`src/rtl/awat_pkg.sv`:
```
// Package for the windowed ADC average to temperature block.
// Holds sizes, conversion constants, sequencer states and inter-module structs.
// No dependencies.
package awat_pkg;

    localparam int WINDOW_DEPTH = 10;

    localparam int SAMPLE_W = 12;
    localparam int AVG_W    = 12;
    localparam int TEMP_W   = 17;
    localparam int VALID_W  = 4;

    localparam int CNT_W  = $clog2(WINDOW_DEPTH + 1);
    localparam int SLOT_W = (WINDOW_DEPTH > 1) ? $clog2(WINDOW_DEPTH) : 1;
    localparam int SUM_W  = SAMPLE_W + CNT_W;

    localparam int IN_TDATA_W  = ((SAMPLE_W + 7) / 8) * 8;
    localparam int OUT_FIELD_W = TEMP_W + AVG_W + VALID_W;
    localparam int OUT_TDATA_W = ((OUT_FIELD_W + 7) / 8) * 8;
    localparam int OUT_PAD_W   = OUT_TDATA_W - OUT_FIELD_W;

    localparam int DVD_W  = 22;
    localparam int DVS_W  = 7;
    localparam int ITER_W = $clog2(DVD_W + 1);

    localparam int PROD_W = 2 * AVG_W;
    localparam int MV_W   = 13;
    localparam int Y_W    = DVD_W + 1;

    localparam int RECIP_W     = 23;
    localparam int RECIP_SHIFT = 29;
    localparam int QPROD_W     = DVD_W + RECIP_W;

    localparam logic [ITER_W-1:0] AVG_ITERS  = ITER_W'(AVG_W);

    localparam logic [AVG_W-1:0]        MV_FULL_SCALE = 12'd3300;
    localparam logic signed [MV_W-1:0]  MV_OFFSET     = 13'sd1430;
    localparam logic signed [11:0]      MV_GAIN       = 12'sd2000;
    localparam logic signed [Y_W-1:0]   Y_BIAS        = 23'sd217500;
    // ceil(2^29 / 87), exact for any 22-bit magnitude
    localparam logic [RECIP_W-1:0]      SLOPE_RECIP   = 23'd6170931;

    typedef enum logic [3:0] {
        ST_IDLE,
        ST_RING,
        ST_AVG_START,
        ST_AVG_WAIT,
        ST_SCALE,
        ST_MV,
        ST_RECIP,
        ST_TEMP,
        ST_DONE
    } t_state;

    typedef struct packed {
        logic load;
        logic commit;
    } t_ring_ctl;

    typedef struct packed {
        logic              start;
        logic [DVD_W-1:0]  dividend;
        logic [DVS_W-1:0]  divisor;
        logic [ITER_W-1:0] iters;
    } t_div_req;

    typedef struct packed {
        logic             done;
        logic [DVD_W-1:0] quotient;
    } t_div_rsp;

endpackage

```
`src/rtl/awat_ring.sv`:
```
// Sample ring memory with running window sum and saturating valid count.
// Read old entry on load, write new entry and update sum on commit.
// Depends on awat_pkg.
module awat_ring (
    input  logic                          i_clk,
    input  logic                          i_rst_n,
    input  awat_pkg::t_ring_ctl           i_ctl,
    input  logic [awat_pkg::SAMPLE_W-1:0] i_sample,
    output logic [awat_pkg::SUM_W-1:0]    o_sum,
    output logic [awat_pkg::CNT_W-1:0]    o_count
);
    import awat_pkg::*;

    logic [SAMPLE_W-1:0] r_ring [WINDOW_DEPTH];
    logic [SAMPLE_W-1:0] r_old;
    logic [SAMPLE_W-1:0] r_sample;
    logic [SLOT_W-1:0]   r_slot;
    logic [CNT_W-1:0]    r_count;
    logic [SUM_W-1:0]    r_sum;

    logic [SLOT_W-1:0]   n_slot;
    logic [CNT_W-1:0]    n_count;
    logic [SUM_W-1:0]    n_sum;
    logic                w_full;

    assign w_full = (r_count == CNT_W'(WINDOW_DEPTH));

    always_comb begin
        n_slot  = (r_slot == SLOT_W'(WINDOW_DEPTH - 1)) ? '0 : r_slot + 1'b1;
        n_count = w_full ? r_count : r_count + 1'b1;
        if (w_full) begin
            n_sum = r_sum - SUM_W'(r_old) + SUM_W'(r_sample);
        end else begin
            n_sum = r_sum + SUM_W'(r_sample);
        end
    end

    always_ff @(posedge i_clk) begin
        if (i_ctl.load) begin
            r_old    <= r_ring[r_slot];
            r_sample <= i_sample;
        end
        if (i_ctl.commit) begin
            r_ring[r_slot] <= r_sample;
        end
    end

    always_ff @(posedge i_clk) begin
        if (!i_rst_n) begin
            r_slot  <= '0;
            r_count <= '0;
            r_sum   <= '0;
        end else if (i_ctl.commit) begin
            r_slot  <= n_slot;
            r_count <= n_count;
            r_sum   <= n_sum;
        end
    end

    assign o_sum   = r_sum;
    assign o_count = r_count;

endmodule

```
`src/rtl/awat_div.sv`:
```
// Restoring divider for the window mean, one quotient bit per cycle.
// The caller guarantees dividend >> iters is below the divisor.
// Depends on awat_pkg.
module awat_div (
    input  logic               i_clk,
    input  logic               i_rst_n,
    input  awat_pkg::t_div_req i_req,
    output awat_pkg::t_div_rsp o_rsp
);
    import awat_pkg::*;

    logic [DVS_W-1:0]  r_rem;
    logic [DVS_W-1:0]  r_divisor;
    logic [DVD_W-1:0]  r_work;
    logic [ITER_W-1:0] r_left;
    logic              r_busy;
    logic              r_done;

    logic [DVS_W:0]    w_trial;
    logic [DVS_W:0]    w_diff;
    logic              w_bit;
    logic [DVS_W-1:0]  n_rem;

    always_comb begin
        w_trial = {r_rem, r_work[DVD_W-1]};
        w_diff  = w_trial - {1'b0, r_divisor};
        w_bit   = (w_trial >= {1'b0, r_divisor});
        n_rem   = w_bit ? w_diff[DVS_W-1:0] : w_trial[DVS_W-1:0];
    end

    always_ff @(posedge i_clk) begin
        if (i_req.start) begin
            r_rem     <= DVS_W'(i_req.dividend >> i_req.iters);
            r_work    <= i_req.dividend << (ITER_W'(DVD_W) - i_req.iters);
            r_divisor <= i_req.divisor;
        end else if (r_busy) begin
            r_rem  <= n_rem;
            r_work <= {r_work[DVD_W-2:0], w_bit};
        end
    end

    always_ff @(posedge i_clk) begin
        if (!i_rst_n) begin
            r_busy <= 1'b0;
            r_done <= 1'b0;
            r_left <= '0;
        end else if (i_req.start) begin
            r_busy <= 1'b1;
            r_done <= 1'b0;
            r_left <= i_req.iters;
        end else if (r_busy) begin
            r_left <= r_left - 1'b1;
            if (r_left == ITER_W'(1)) begin
                r_busy <= 1'b0;
                r_done <= 1'b1;
            end
        end else begin
            r_done <= 1'b0;
        end
    end

    assign o_rsp.done     = r_done;
    assign o_rsp.quotient = r_work;

endmodule

```
`src/rtl/adc_window_average_to_temperature.sv`:
```
// Channel   Dir  tdata bits (low to high)
// s_*       in   [11:0] adc_sample, [15:12] zero
// m_*       out  [16:0] temperature_centi, [28:17] average_code, [32:29] valid_count
//
// With a free output a transaction runs: accept, ring update, divider start, the
// 12-iteration window mean, then scale, millivolts, reciprocal multiply for the
// division by 4.35, sign and output load. Reset clears ring pointer, count, sum and
// sequencer; ring contents are not cleared. One sample is in flight at a time; a
// finished result waits in the output register, and the next sample is taken while
// it waits.
// Depends on awat_pkg, awat_ring, awat_div.
module adc_window_average_to_temperature (
    input  logic                             i_clk,
    input  logic                             i_rst_n,
    input  logic                             i_s_tvalid,
    output logic                             o_s_tready,
    input  logic [awat_pkg::IN_TDATA_W-1:0]  i_s_tdata,   // adc_sample
    output logic                             o_m_tvalid,
    input  logic                             i_m_tready,
    output logic [awat_pkg::OUT_TDATA_W-1:0] o_m_tdata    // temperature_centi, average_code, valid_count
);
    import awat_pkg::*;

    t_state                   r_state;
    t_state                   n_state;
    t_ring_ctl                w_ring_ctl;
    t_div_req                 w_div_req;
    t_div_rsp                 w_div_rsp;

    logic [SUM_W-1:0]         w_sum;
    logic [CNT_W-1:0]         w_count;

    logic [AVG_W-1:0]         r_avg;
    logic [PROD_W-1:0]        r_prod;
    logic signed [Y_W-1:0]    r_y;
    logic [QPROD_W-1:0]       r_qprod;
    logic signed [TEMP_W-1:0] r_temp;
    logic                     r_m_tvalid;
    logic [OUT_TDATA_W-1:0]   r_m_tdata;

    logic signed [MV_W-1:0]   w_mv;
    logic signed [Y_W-1:0]    w_y;
    logic [DVD_W-1:0]         w_mag;
    logic [TEMP_W-1:0]        w_quo_t;
    logic                     w_s_accept;
    logic                     w_out_free;

    awat_ring u_ring (
        .i_clk    (i_clk),
        .i_rst_n  (i_rst_n),
        .i_ctl    (w_ring_ctl),
        .i_sample (i_s_tdata[SAMPLE_W-1:0]),
        .o_sum    (w_sum),
        .o_count  (w_count)
    );

    awat_div u_div (
        .i_clk   (i_clk),
        .i_rst_n (i_rst_n),
        .i_req   (w_div_req),
        .o_rsp   (w_div_rsp)
    );

    assign w_s_accept = i_s_tvalid && o_s_tready;
    assign w_out_free = !r_m_tvalid || i_m_tready;

    always_comb begin
        n_state = r_state;
        case (r_state)
            ST_IDLE:       if (i_s_tvalid) n_state = ST_RING;
            ST_RING:       n_state = ST_AVG_START;
            ST_AVG_START:  n_state = ST_AVG_WAIT;
            ST_AVG_WAIT:   if (w_div_rsp.done) n_state = ST_SCALE;
            ST_SCALE:      n_state = ST_MV;
            ST_MV:         n_state = ST_RECIP;
            ST_RECIP:      n_state = ST_TEMP;
            ST_TEMP:       n_state = ST_DONE;
            ST_DONE:       if (w_out_free) n_state = ST_IDLE;
            default:       n_state = ST_IDLE;
        endcase
    end

    always_comb begin
        o_s_tready         = (r_state == ST_IDLE);
        w_ring_ctl.load    = (r_state == ST_IDLE) && i_s_tvalid;
        w_ring_ctl.commit  = (r_state == ST_RING);
        w_div_req.start    = 1'b0;
        w_div_req.dividend = DVD_W'(w_sum);
        w_div_req.divisor  = DVS_W'(w_count);
        w_div_req.iters    = AVG_ITERS;
        case (r_state)
            ST_AVG_START: begin
                w_div_req.start = 1'b1;
            end
            default: begin
                w_div_req.start = 1'b0;
            end
        endcase
    end

    always_comb begin
        w_mv    = MV_OFFSET - $signed({1'b0, r_prod[PROD_W-1:AVG_W]});
        w_y     = Y_W'(w_mv) * Y_W'(MV_GAIN) + Y_BIAS;
        w_mag   = DVD_W'(r_y[Y_W-1] ? -r_y : r_y);
        w_quo_t = {1'b0, r_qprod[RECIP_SHIFT +: TEMP_W-1]};
    end

    always_ff @(posedge i_clk) begin
        if (!i_rst_n) begin
            r_state <= ST_IDLE;
        end else begin
            r_state <= n_state;
        end
    end

    always_ff @(posedge i_clk) begin
        if ((r_state == ST_AVG_WAIT) && w_div_rsp.done) begin
            r_avg <= w_div_rsp.quotient[AVG_W-1:0];
        end
        if (r_state == ST_SCALE) begin
            r_prod <= PROD_W'(r_avg) * PROD_W'(MV_FULL_SCALE);
        end
        if (r_state == ST_MV) begin
            r_y <= w_y;
        end
        if (r_state == ST_RECIP) begin
            r_qprod <= QPROD_W'(w_mag) * QPROD_W'(SLOPE_RECIP);
        end
        if (r_state == ST_TEMP) begin
            r_temp <= r_y[Y_W-1] ? -$signed(w_quo_t) : $signed(w_quo_t);
        end
        if ((r_state == ST_DONE) && w_out_free) begin
            r_m_tdata <= {{OUT_PAD_W{1'b0}}, VALID_W'(w_count), r_avg, r_temp};
        end
    end

    always_ff @(posedge i_clk) begin
        if (!i_rst_n) begin
            r_m_tvalid <= 1'b0;
        end else if ((r_state == ST_DONE) && w_out_free) begin
            r_m_tvalid <= 1'b1;
        end else if (i_m_tready) begin
            r_m_tvalid <= 1'b0;
        end
    end

    assign o_m_tvalid = r_m_tvalid;
    assign o_m_tdata  = r_m_tdata;

    a_accept_to_ring: assert property (@(posedge i_clk) disable iff (!i_rst_n)
        w_s_accept |=> (r_state == ST_RING))
        else $error("accepted sample did not enter ring update");

    a_div_done_waiting: assert property (@(posedge i_clk) disable iff (!i_rst_n)
        w_div_rsp.done |-> (r_state == ST_AVG_WAIT))
        else $error("divider finished outside a wait state");

    a_mean_bounds: assert property (@(posedge i_clk) disable iff (!i_rst_n)
        (r_state == ST_SCALE) |->
            (((SUM_W + 1)'(r_avg) * (SUM_W + 1)'(w_count)) <= (SUM_W + 1)'(w_sum)) &&
            (((SUM_W + 1)'(r_avg) + 1'b1) * (SUM_W + 1)'(w_count) > (SUM_W + 1)'(w_sum)))
        else $error("window mean inconsistent with sum and count");

    a_count_nonzero: assert property (@(posedge i_clk) disable iff (!i_rst_n)
        (r_state == ST_DONE) |-> (w_count != '0))
        else $error("result formed with empty window");

endmodule
```
`config.mk`:
```
export PLATFORM = sky130hd
export DESIGN_NAME = adc_window_average_to_temperature
export DESIGN_NICKNAME = d
export VERILOG_FILES = /design/src/rtl/awat_pkg.sv /design/src/rtl/awat_ring.sv /design/src/rtl/awat_div.sv /design/src/rtl/adc_window_average_to_temperature.sv
export SDC_FILE = /design/constraint.sdc
export NUM_CORES = 1
export LEC_CHECK = 0
export BUFFER_PORTS_ARGS = -buffer_cell sky130_fd_sc_hd__buf_2
export CAP_MARGIN = 20
export CORE_MARGIN = 8
export CORE_UTILIZATION = 40
export DETAILED_ROUTE_END_ITERATION = 16
export HOLD_SLACK_MARGIN = 0.08
export MAX_ROUTING_LAYER = met4
export SKIP_LAST_GASP = 1
export SLEW_MARGIN = 20
export SYNTH_ARGS = -nofsm -noshare
export SYNTH_HDL_FRONTEND = slang
export SYNTH_SLANG_ARGS = --single-unit
export TNS_END_PERCENT = 20
```
`constraint.sdc`:
```
create_clock -name i_clk -period 10.15 [get_ports i_clk]
set_clock_uncertainty 0.05 [all_clocks]
set_input_delay 1.015 -clock i_clk [delete_from_list [all_inputs] [get_ports i_clk]]
set_output_delay 1.015 -clock i_clk [all_outputs]
set_load 0.05 [all_outputs]
```
==> impl_metrics.env, run 1 <==
export IMPL_die_h_um=273
export IMPL_fin_setup_tns_ps=0
export IMPL_grt_usage_pct=14.9
export IMPL_tritoncts="yes"
export IMPL_diodes=0
export IMPL_p_leak_uw=0.0129
export IMPL_rsz0062_at_grt="false"
export IMPL_cp_required_ps=10410
export IMPL_drt_iter0_drc=694
export IMPL_end_kind="register"
export IMPL_ir_drop_mv=0.153
export IMPL_status="complete, no violations"
export IMPL_hold_class="reg2reg"
export IMPL_rows=94
export IMPL_drt_total_wl_um=52700
export IMPL_p_per_area_mw_per_mm2=116
export IMPL_postCtsSetupBuffers=0
export IMPL_vias=16300
export IMPL_nFillCells=6132
export IMPL_relSlewSlack_pct=29.0
export IMPL_final_antenna_net_count=0
export IMPL_synth_edff_count=273
export IMPL_cp_cell_sequence="xnor2_1, inv_1, ha_1, inv_1, fa_1, inv_1, fa_1, fa_1, inv_1, fa_1, inv_1, fa_1, ha_1, ha_1, nand3_1, nor2_1, a2111oi_1, and4_1, a2111oi_2, o31ai_1, nand2_1, xnor2_1"
export IMPL_post_drt_via_cell_ratio=4.94
export IMPL_period_share_pct=76.6
export IMPL_post_drt_wl_per_cell_um=16.0
export IMPL_grt_start_max_net_pins=42
export IMPL_async_reset_ff_share_pct=0
export IMPL_ios=62
export IMPL_dp_hpwl_um=41900
export IMPL_fmax_ghz=0.129
export IMPL_nets=3019
export IMPL_grt_first_pass_wirelength_um=87800
export IMPL_die_x_um=273
export IMPL_drt_first_pass_iters=5
export IMPL_critPathKind="reg2reg"
export IMPL_syn_avg_cell_area_um2=11.3
export IMPL_crit_fanout=16
export IMPL_clockBufferDepth=3
export IMPL_synth_cell_types=81
export IMPL_dp_cells=3232
export IMPL_yosys_warnings=0
export IMPL_antenna_found_initial=0
export IMPL_hold_viol_final=0
export IMPL_synth_largest_area_cell="edfxtp_1"
export IMPL_final_common_cell="inv_1"
export IMPL_synth_seq_cells=322
export IMPL_clk_pin_slew_ps=70
export IMPL_grt_pass1_vias=17500
export IMPL_worst_slew_pin_slew_ps=1050
export IMPL_dieArea_mm2=0.0744
export IMPL_layout_drive_gt1_share_pct=8.25
export IMPL_cp_slowest_cell="a2111oi_1"
export IMPL_critPathLaunchType="register"
export IMPL_cts_hold_buf=0
export IMPL_coreArea_mm2=0.0655
export IMPL_place_congestion=0.889
export IMPL_ys_seq_area_share_pct=34.8
export IMPL_slowest_delay_ps=840
export IMPL_layout_common_cells="509 x inv_1, 368 x ha_1, 273 x edfxtp_1"
export IMPL_timing_final_crit_period_ps=7780
export IMPL_postSynthCellCount=2336
export IMPL_clk_latency_ps=570
export IMPL_gr_total_overflow=0
export IMPL_synth_top_flop_cell="edfxtp_1"
export IMPL_area_growth_pct=9.76
export IMPL_final_cell_count_no_fill=3300
export IMPL_h_tree_depth=2
export IMPL_final_max_slew_viol_count=0
export IMPL_finalSetupViolCount=0
export IMPL_portBuffers=50
export IMPL_cp_arrival_ps=8040
export IMPL_drc_errors=0
export IMPL_synth_area_top_cells="edfxtp_1 31%, ha_1 17%, fa_1 17%, inv_1 7.2%, dfxtp_1 3.7%"
export IMPL_netlist_area_mm2=0.0264
export IMPL_cts_resized=0
export IMPL_synthDominantCellAreaShare_pct=31.1
export IMPL_numCtsBuffers=37
export IMPL_drv_cap=0
export IMPL_start_util_pct=40.3
export IMPL_clock_sinks=322
export IMPL_cts_root_buffer="clkbuf_16"
final cells by class:
cell class | instances | area (um^2) | share of cell area [%]
clock buffer | 52 | 1000 | 3.46
clock inverter | 16 | 184 | 0.635
inverter | 509 | 1910 | 6.60
multi-input combinational | 1463 | 15100 | 52.3
sequential | 322 | 9180 | 31.7
tap | 864 | 1080 | 3.74
timing repair buffer | 74 | 450 | 1.56
synthesized netlist by cell type (all sizes together), types with 3 or more instances:
cell and n:
a2111oi 5, a211o 3, a211oi 35, a21o 28, a21oi 77, a311oi 4, a31oi 11, and2 6
and3 10, and4 3, buf 17, clkbuf 32, dfxtp 49, edfxtp 273, fa 224, ha 368
inv 509, mux2i 24, mux4 24, nand2 81, nand2b 19, nand3 34, nand3b 4, nand4 8
nor2 94, nor2b 25, nor3 44, nor3b 6, nor4 7, o211ai 7, o21a 11, o21ai 74
o21bai 8, o311ai 3, o31ai 8, o41ai 4, or2 7, or3 15, xnor2 95, xor2 54
through the flow:
| step | total power, uW | instance area [um^2] | worst slack [ps] | util, % | hold slack (ps) |
|---|---|---|---|---|---|
| floorplan | 1960 | 26400 | 3090 | - | 350 |
| global placement | 2070 | 27700 | 2270 | 42.3 | 355 |
| detailed placement | 2080 | 27700 | 2150 | 42.4 | 355 |
| CTS | 3390 | 28900 | 2130 | 44.2 | 353 |
| global route | 3500 | 28900 | 1880 | 44.2 | 364 |
| finish | 3350 | 28900 | 2370 | 44.2 | 357 |
cells by family (layout without fill, tap and decap cells):
logic type	count (synthesis)	in the layout	share of synthesized area, %
mux	48	48	2.96
fa+ha+maj	594	594	34.5
flops	322	322	34.8
xor+xnor	149	149	5.09
buf+inv	558	651	8.07
simple gates	367	367	6.93
compound gates	297	297	7.59
other cells	1	8	0.0142
flip-flops by register name, indices dropped and copies added, names as in the netlist, 5 cells and up:
| name | count |
|---|---|
| o_m_tdata | 33 |
| r_avg | 12 |
| r_prod | 12 |
| r_qprod | 16 |
| r_temp | 17 |
| r_y | 19 |
| u_div.r_left | 5 |
| u_div.r_rem | 7 |
| u_div.r_work | 22 |
| u_ring.o_sum | 16 |
| u_ring.r_old | 12 |
| u_ring.r_ring | 120 |
| u_ring.r_sample | 12 |
metal layers:
metal	vias to the layer above	track usage (%)	share of wire, %
met2	187	26.6	52
met5	-	-	0
met1	8059	17.7	43
met3	70	1.66	2.6
met4	0	4.06	2.5
li1	7970	-	-
final timing paths:
path	start	endpoint	slack [ps]	depth (start not counted)
setup / recovery	r_y[22]	r_qprod[36]	2370	22
setup reg to reg	r_y[22]	r_qprod[36]	2370	22
hold reg to reg	r_temp[0]	o_m_tdata[0]	360	0
hold / removal	r_temp[0]	o_m_tdata[0]	360	0
critical path: cells and delay by family (launching register included):
family	cells	cell delay, ps
buf+inv	5	570
fa+ha+maj	8	3510
xor+xnor	2	640
compound gates	3	1310
simple gates	4	730
flops	1	710
report_power, final:
group / total [uW] / internal, uW / switching (uW)
logic: 493 / 202 / 291
clock network: 1290 / 730 / 560
registers: 1560 / 1510 / 54.9
(Power assumes the default switching activity.)
==> run 2: changes to the inputs <==
- ABC_AREA: unset -> 1
- clock period: 10.15 -> 7.2 ns (I/O delays scaled with it)
==> run 2 against run 1 <==
  * Global-route usage up 2.0 points
  * Clock power rose by 50%
  * Cell count grew 24%
  * Non-clock buffer count grew 8
  * Worst setup slack worse by 1800 ps
  * Sequential share of layout area decreased by 2.0 points
  * Critical path type unchanged
==> impl_metrics.env, run 2 <==
export IMPL_period_share_pct=92.6
export IMPL_regMostFlops="u_ring.r_ring"
export IMPL_final_util_pct=44.3
export IMPL_synth_largest_area_cell="edfxtp_1"
export IMPL_synth_common_cells="717 x inv_1, 449 x nand2_1, 368 x ha_1, 273 x edfxtp_1, 224 x fa_1"
export IMPL_nets=3742
export IMPL_dp_hpwl_um=51100
export IMPL_antenna_found_initial=1
export IMPL_clk_latency_ps=550
export IMPL_pre_cts_ws_ps=546
export IMPL_async_reset_ff_share_pct=0
export IMPL_synth_edff_count=273
export IMPL_fin_area_mm2=0.0309
export IMPL_critPathLaunchType="register"
export IMPL_netlist_area_mm2=0.0281
export IMPL_grt_pass1_vias=20300
export IMPL_cts_hold_buf=0
export IMPL_synth_top_flop_cell="edfxtp_1"
export IMPL_dpl_cell_area_mm2=0.0296
export IMPL_layout_drive_gt1_share_pct=5.83
export IMPL_ios=62
export IMPL_status="complete, no violations"
export IMPL_coreArea_mm2=0.0698
export IMPL_clockBufferDepth=3
export IMPL_diodes=0
export IMPL_rrSetupSlack_ps=530
export IMPL_final_antenna_net_count=0
export IMPL_synth_seq_cells=322
export IMPL_cp_cell_sequence="buf_4, xnor2_1, inv_1, ha_1, inv_1, fa_1, inv_1, fa_1, fa_1, inv_1, fa_1, inv_1, fa_1, ha_1, ha_1, nand2_1, nor2_1, inv_1, nor3_1, nand4_1, nand4_1, nand2_1"
export IMPL_drt_iter0_drc=1208
export IMPL_crit_fanout=12
export IMPL_slowest_delay_ps=540
export IMPL_worst_slew_pin_slew_ps=1040
export IMPL_synth_cell_types=54
export IMPL_cp_required_ps=7460
export IMPL_dieArea_mm2=0.0790
export IMPL_postSynthCellCount=3046
export IMPL_yosys_warnings=0
export IMPL_postCtsSetupBuffers=0
export IMPL_ir_drop_mv=0.443
export IMPL_grt_usage_pct=16.8
export IMPL_p_comb_share_pct=63.3
export IMPL_final_common_cell="inv_1"
export IMPL_cts_root_buffer="clkbuf_16"
export IMPL_relSlewSlack_pct=30.5
export IMPL_p_sw_uw=5860
export IMPL_cp_slowest_cell="fa_1"
export IMPL_cp_arrival_ps=6930
export IMPL_numCtsBuffers=36
export IMPL_clk_pin_slew_ps=70
export IMPL_p_leak_uw=0.0149
export IMPL_area_growth_pct=10.1
export IMPL_drt_total_wl_um=63300
export IMPL_p_clk_share_pct=15.9
export IMPL_finalSetupViolCount=0
export IMPL_gr_total_overflow=0
export IMPL_endpoint="r_qprod[43]"
export IMPL_startpoint="r_y[22]"
export IMPL_tritoncts="yes"
export IMPL_post_drt_via_cell_ratio=4.85
export IMPL_rr_startpoint="r_y[22]"
export IMPL_cts_resized=0
export IMPL_post_drt_wl_per_cell_um=15.5
export IMPL_hold_class="in2reg"
export IMPL_ys_seq_area_share_pct=32.7
export IMPL_hold_worst_slack_ps=297
export IMPL_synth_area_top_cells="edfxtp_1 29%, ha_1 16%, fa_1 16%, inv_1 9.6%, nand2_1 6.0%"
export IMPL_p_int_uw=6350
export IMPL_synthDominantCellAreaShare_pct=29.2
export IMPL_die_x_um=281
export IMPL_place_congestion=0.948
export IMPL_h_tree_depth=2
export IMPL_crit_reg2reg_capture="r_qprod[43]"
export IMPL_rows=97
export IMPL_fmax_ghz=0.150
export IMPL_end_kind="register"
export IMPL_reg2reg_depth=22
export IMPL_hold_viol_final=0
export IMPL_final_max_slew_viol_count=0
export IMPL_start_util_pct=40.3
export IMPL_layout_common_cells="717 x inv_1, 449 x nand2_1, 368 x ha_1"
export IMPL_die_h_um=281
export IMPL_vias=19900
export IMPL_grt_first_pass_wirelength_um=104000
export IMPL_fin_setup_tns_ps=0
export IMPL_rsz0062_at_grt="false"
export IMPL_timing_final_crit_period_ps=6670
export IMPL_drt_first_pass_iters=6
export IMPL_syn_avg_cell_area_um2=9.22
export IMPL_switching_share_pct=48.0
export IMPL_critPathKind="reg2reg"
export IMPL_cpMostUsedCell="inv_1"
export IMPL_setup_ws_ps=531
export IMPL_seqPwrFrac_pct=20.8
export IMPL_clock_sinks=322
export IMPL_grt_start_max_net_pins=42
export IMPL_synth_most_common_cell="inv_1"
export IMPL_largest_reg_flops=120
export IMPL_drc_errors=0
export IMPL_portBuffers=50
export IMPL_drv_cap=0
export IMPL_p_per_area_mw_per_mm2=395
==> run 2: changes by cell type after synthesis, moves of 32 or more <==
cell	before	now
inv_1	509	717
nor2_1	94	199
xnor2_1	90	36
nand3_1	34	132
a21oi_1	75	135
a22oi_1	0	33
nand2_1	81	449
a211oi_1	34	2
o21ai_0	64	99
==> run 2: cell families after synthesis <==
kind of cell / after synthesis / synth area share (%)
xor+xnor: 100 / 3.47
buf+inv: 770 / 10.4
other cells: 1 / 0.0133
flops: 322 / 32.7
fa+ha+maj: 595 / 32.5
simple gates: 911 / 13.9
compound gates: 347 / 7.05
==> run 2: metrics by stage <==
step                instances  total power (uW)
floorplan                3053              8290
global placement         4032             10300
detailed placement       4032             10300
CTS                      4097             12300
global route             4097             13600
finish                   4097             12200
==> run 2: worst min path at each step <==
stage,from,endpoint,cells after the start
floorplan,r_temp[0],o_m_tdata[0],0
global placement,r_temp[9],o_m_tdata[9],0
detailed placement,r_temp[15],o_m_tdata[15],0
CTS,i_s_tdata[3],u_ring.r_sample[3],1
global route,i_s_tdata[1],u_ring.r_sample[1],1
finish,i_s_tdata[9],u_ring.r_sample[9],1
==> run 2: routing by layer <==
layer,global-route usage (%),part of all wire (%),vias to the layer above
met5,-,0,-
met1,21.7,46,9407
met4,4.13,2.3,0
met2,27.8,47,393
li1,-,-,9984
met3,2.63,4.9,79
==> run 2: critical path, delay by kind of cell (launching register included) <==
kind          cells  cell delay [ps]
fa+ha+maj         8             3590
simple gates      6             1120
buf+inv           7              880
flops             1              490
xor+xnor          1              270
==> run 2: cell type report <==
cell class | count | area (um^2)
fillers | 6778 | 38900
multi-input cells | 1961 | 16100
flip-flops and latches | 322 | 9180
inverters | 727 | 2730
well taps | 940 | 1180
clock buffers | 52 | 1050
repair buffers | 82 | 490
clock inverters | 13 | 205
==> run 2: power by group through the flow <==
stage	Sequential [uW]	Combinational (uW)	Clock, uW
floorplan	2530	5760	0
global placement	2580	7720	0
detailed placement	2580	7740	0
CTS	2540	7810	1990
global route	2560	8950	2060
finish	2540	7730	1940
==> run 3: changes to the inputs <==
- RECOVER_POWER: unset -> 50
- SLEW_MARGIN: 20 -> 10
==> run 3 against run 2 <==
  * The run now ends with capacitance limit, slew limit left
  * First-iteration DRC count shrank 2.0%
  * Critical path depth grew 2
  * Flip-flop and latch count is the same
  * Worst setup slack lost 40 ps
  * Design area shrank 0.38%
  * Sequential power is essentially flat
  * Power shrank 0.53%
  * Via count grew 0.23%
  * Critical path type unchanged
  * Critical endpoint unchanged
  * Highest routed layer unchanged
==> impl_metrics.env, run 3 (synthesis gave the netlist of run 2 again) <==
export IMPL_status="complete, but fails checks"
export IMPL_violations="capacitance limit, slew limit"
export IMPL_ir_drop_mv=0.411
export IMPL_largest_reg_flops=120
export IMPL_cts_hold_buf=0
export IMPL_drt_first_pass_iters=5
export IMPL_numCtsBuffers=35
export IMPL_grt_pass1_vias=20300
export IMPL_drt_iter0_drc=1184
export IMPL_clockBufferDepth=3
export IMPL_diodes=0
export IMPL_final_common_cell="inv_1"
export IMPL_place_congestion=0.948
export IMPL_clock_sinks=322
export IMPL_drv_cap=1
export IMPL_timing_final_crit_period_ps=6710
export IMPL_tritoncts="yes"
export IMPL_layout_common_cells="717 x inv_1, 449 x nand2_1, 368 x ha_1"
export IMPL_clk_pin_slew_ps=60
export IMPL_final_util_pct=44.1
export IMPL_period_share_pct=93.2
export IMPL_area_growth_pct=9.65
export IMPL_rows=97
export IMPL_wl_met1_um=29800
export IMPL_regMostFlops="u_ring.r_ring"
export IMPL_rsz0062_at_grt="false"
export IMPL_clk_latency_ps=550
export IMPL_grt_start_max_net_pins=42
export IMPL_dp_cells=4033
export IMPL_critPathKind="reg2reg"
export IMPL_die_x_um=281
export IMPL_nets=3746
export IMPL_die_h_um=281
export IMPL_drc_errors=0
export IMPL_final_max_slew_viol_count=14
export IMPL_ios=62
export IMPL_dp_hpwl_um=51100
export IMPL_hold_class="in2reg"
export IMPL_dieArea_mm2=0.0790
export IMPL_cp_required_ps=7450
export IMPL_crit_fanout=17
export IMPL_fin_setup_tns_ps=0
export IMPL_h_tree_depth=2
export IMPL_final_cell_count_no_fill=4101
export IMPL_drt_total_wl_um=63800
export IMPL_hold_worst_slack_ps=292
export IMPL_gr_total_overflow=0
export IMPL_grt_first_pass_wirelength_um=104000
export IMPL_postCtsSetupBuffers=0
export IMPL_route_met3_wl_um=2670
export IMPL_start_util_pct=40.3
export IMPL_hold_viol_final=0
export IMPL_critPathLaunchType="register"
export IMPL_fmax_ghz=0.149
export IMPL_final_antenna_net_count=0
export IMPL_end_kind="register"
export IMPL_worst_slew_pin_slew_ps=1600
export IMPL_antenna_found_initial=1
export IMPL_cts_resized=0
export IMPL_coreArea_mm2=0.0698
export IMPL_top_layer_used="met4"
export IMPL_layout_drive_gt1_share_pct=5.03
export IMPL_grt_usage_pct=16.9
export IMPL_cts_root_buffer="clkbuf_16"
export IMPL_relSlewSlack_pct=-7.68
export IMPL_p_per_area_mw_per_mm2=394
export IMPL_portBuffers=50
export IMPL_post_drt_wl_per_cell_um=15.6
export IMPL_finalSetupViolCount=0
export IMPL_post_drt_via_cell_ratio=4.85
export IMPL_cp_arrival_ps=6960
export IMPL_p_leak_uw=0.0149
export IMPL_vias=19900
export IMPL_met2RoutedLength_um=30100
[run 3: cell types whose count changed in the layout (fill, tap and decap cells not counted), sizes merged]
cell	previous run	this run
buf	82	63
clkinvlp	1	0
clkinv	8	14
clkbuf	52	70
[run 3: routing by layer]
layer / global-route usage, % / up-vias
li1: - / 9976
met5: - / -
met4: 3.68 / 0
met3: 2.16 / 85
met2: 28.3 / 357
met1: 22.0 / 9491
[run 3: final timing paths]
path	startpoint	to	slack, ps	depth (start not counted)
max	r_y[22]	r_qprod[43]	490	24
min	i_s_tdata[8]	u_ring.r_sample[8]	290	1
max reg2reg	r_y[22]	r_qprod[43]	490	24
min reg2reg	r_temp[16]	o_m_tdata[16]	370	0
[run 3: worst max-delay path, stage by stage (launching register included)]
cell	delay, ps
edfxtp_1	490
buf_4	250
buf_4	240
xnor2_1	510
inv_1	270
ha_1	420
inv_1	80
fa_1	500
inv_1	50
ha_1	280
inv_1	80
fa_1	440
fa_1	500
inv_1	50
fa_1	490
ha_1	310
ha_1	330
a21o_1	220
nor2_1	160
a21boi_0	320
o21ai_0	140
nand2_1	110
nand3_1	70
nand2_1	60
nand2_1	40
[run 3: layout make-up]
class	count	area [um^2]
sequential	322	9180
clock buffer	46	957
fill	6815	39000
tap	940	1180
multi-input combinational	1961	16000
clock inverter	18	238
timing repair buffer	87	490
inverter	727	2730
[run 3: per-stage QoR]
stage	setup slack [ps]	power, uW	area (um^2)
finish	491	12100	30800
global route	78.3	13500	30800
CTS	511	12300	30800
detailed placement	542	10300	29600
global placement	560	10300	29600
floorplan	831	8290	28100
[run 3: where the power goes]
group	internal [uW]	switching, uW
sequential	2420	121
clock	1100	773
combinational	2750	4980
total	6270	5870
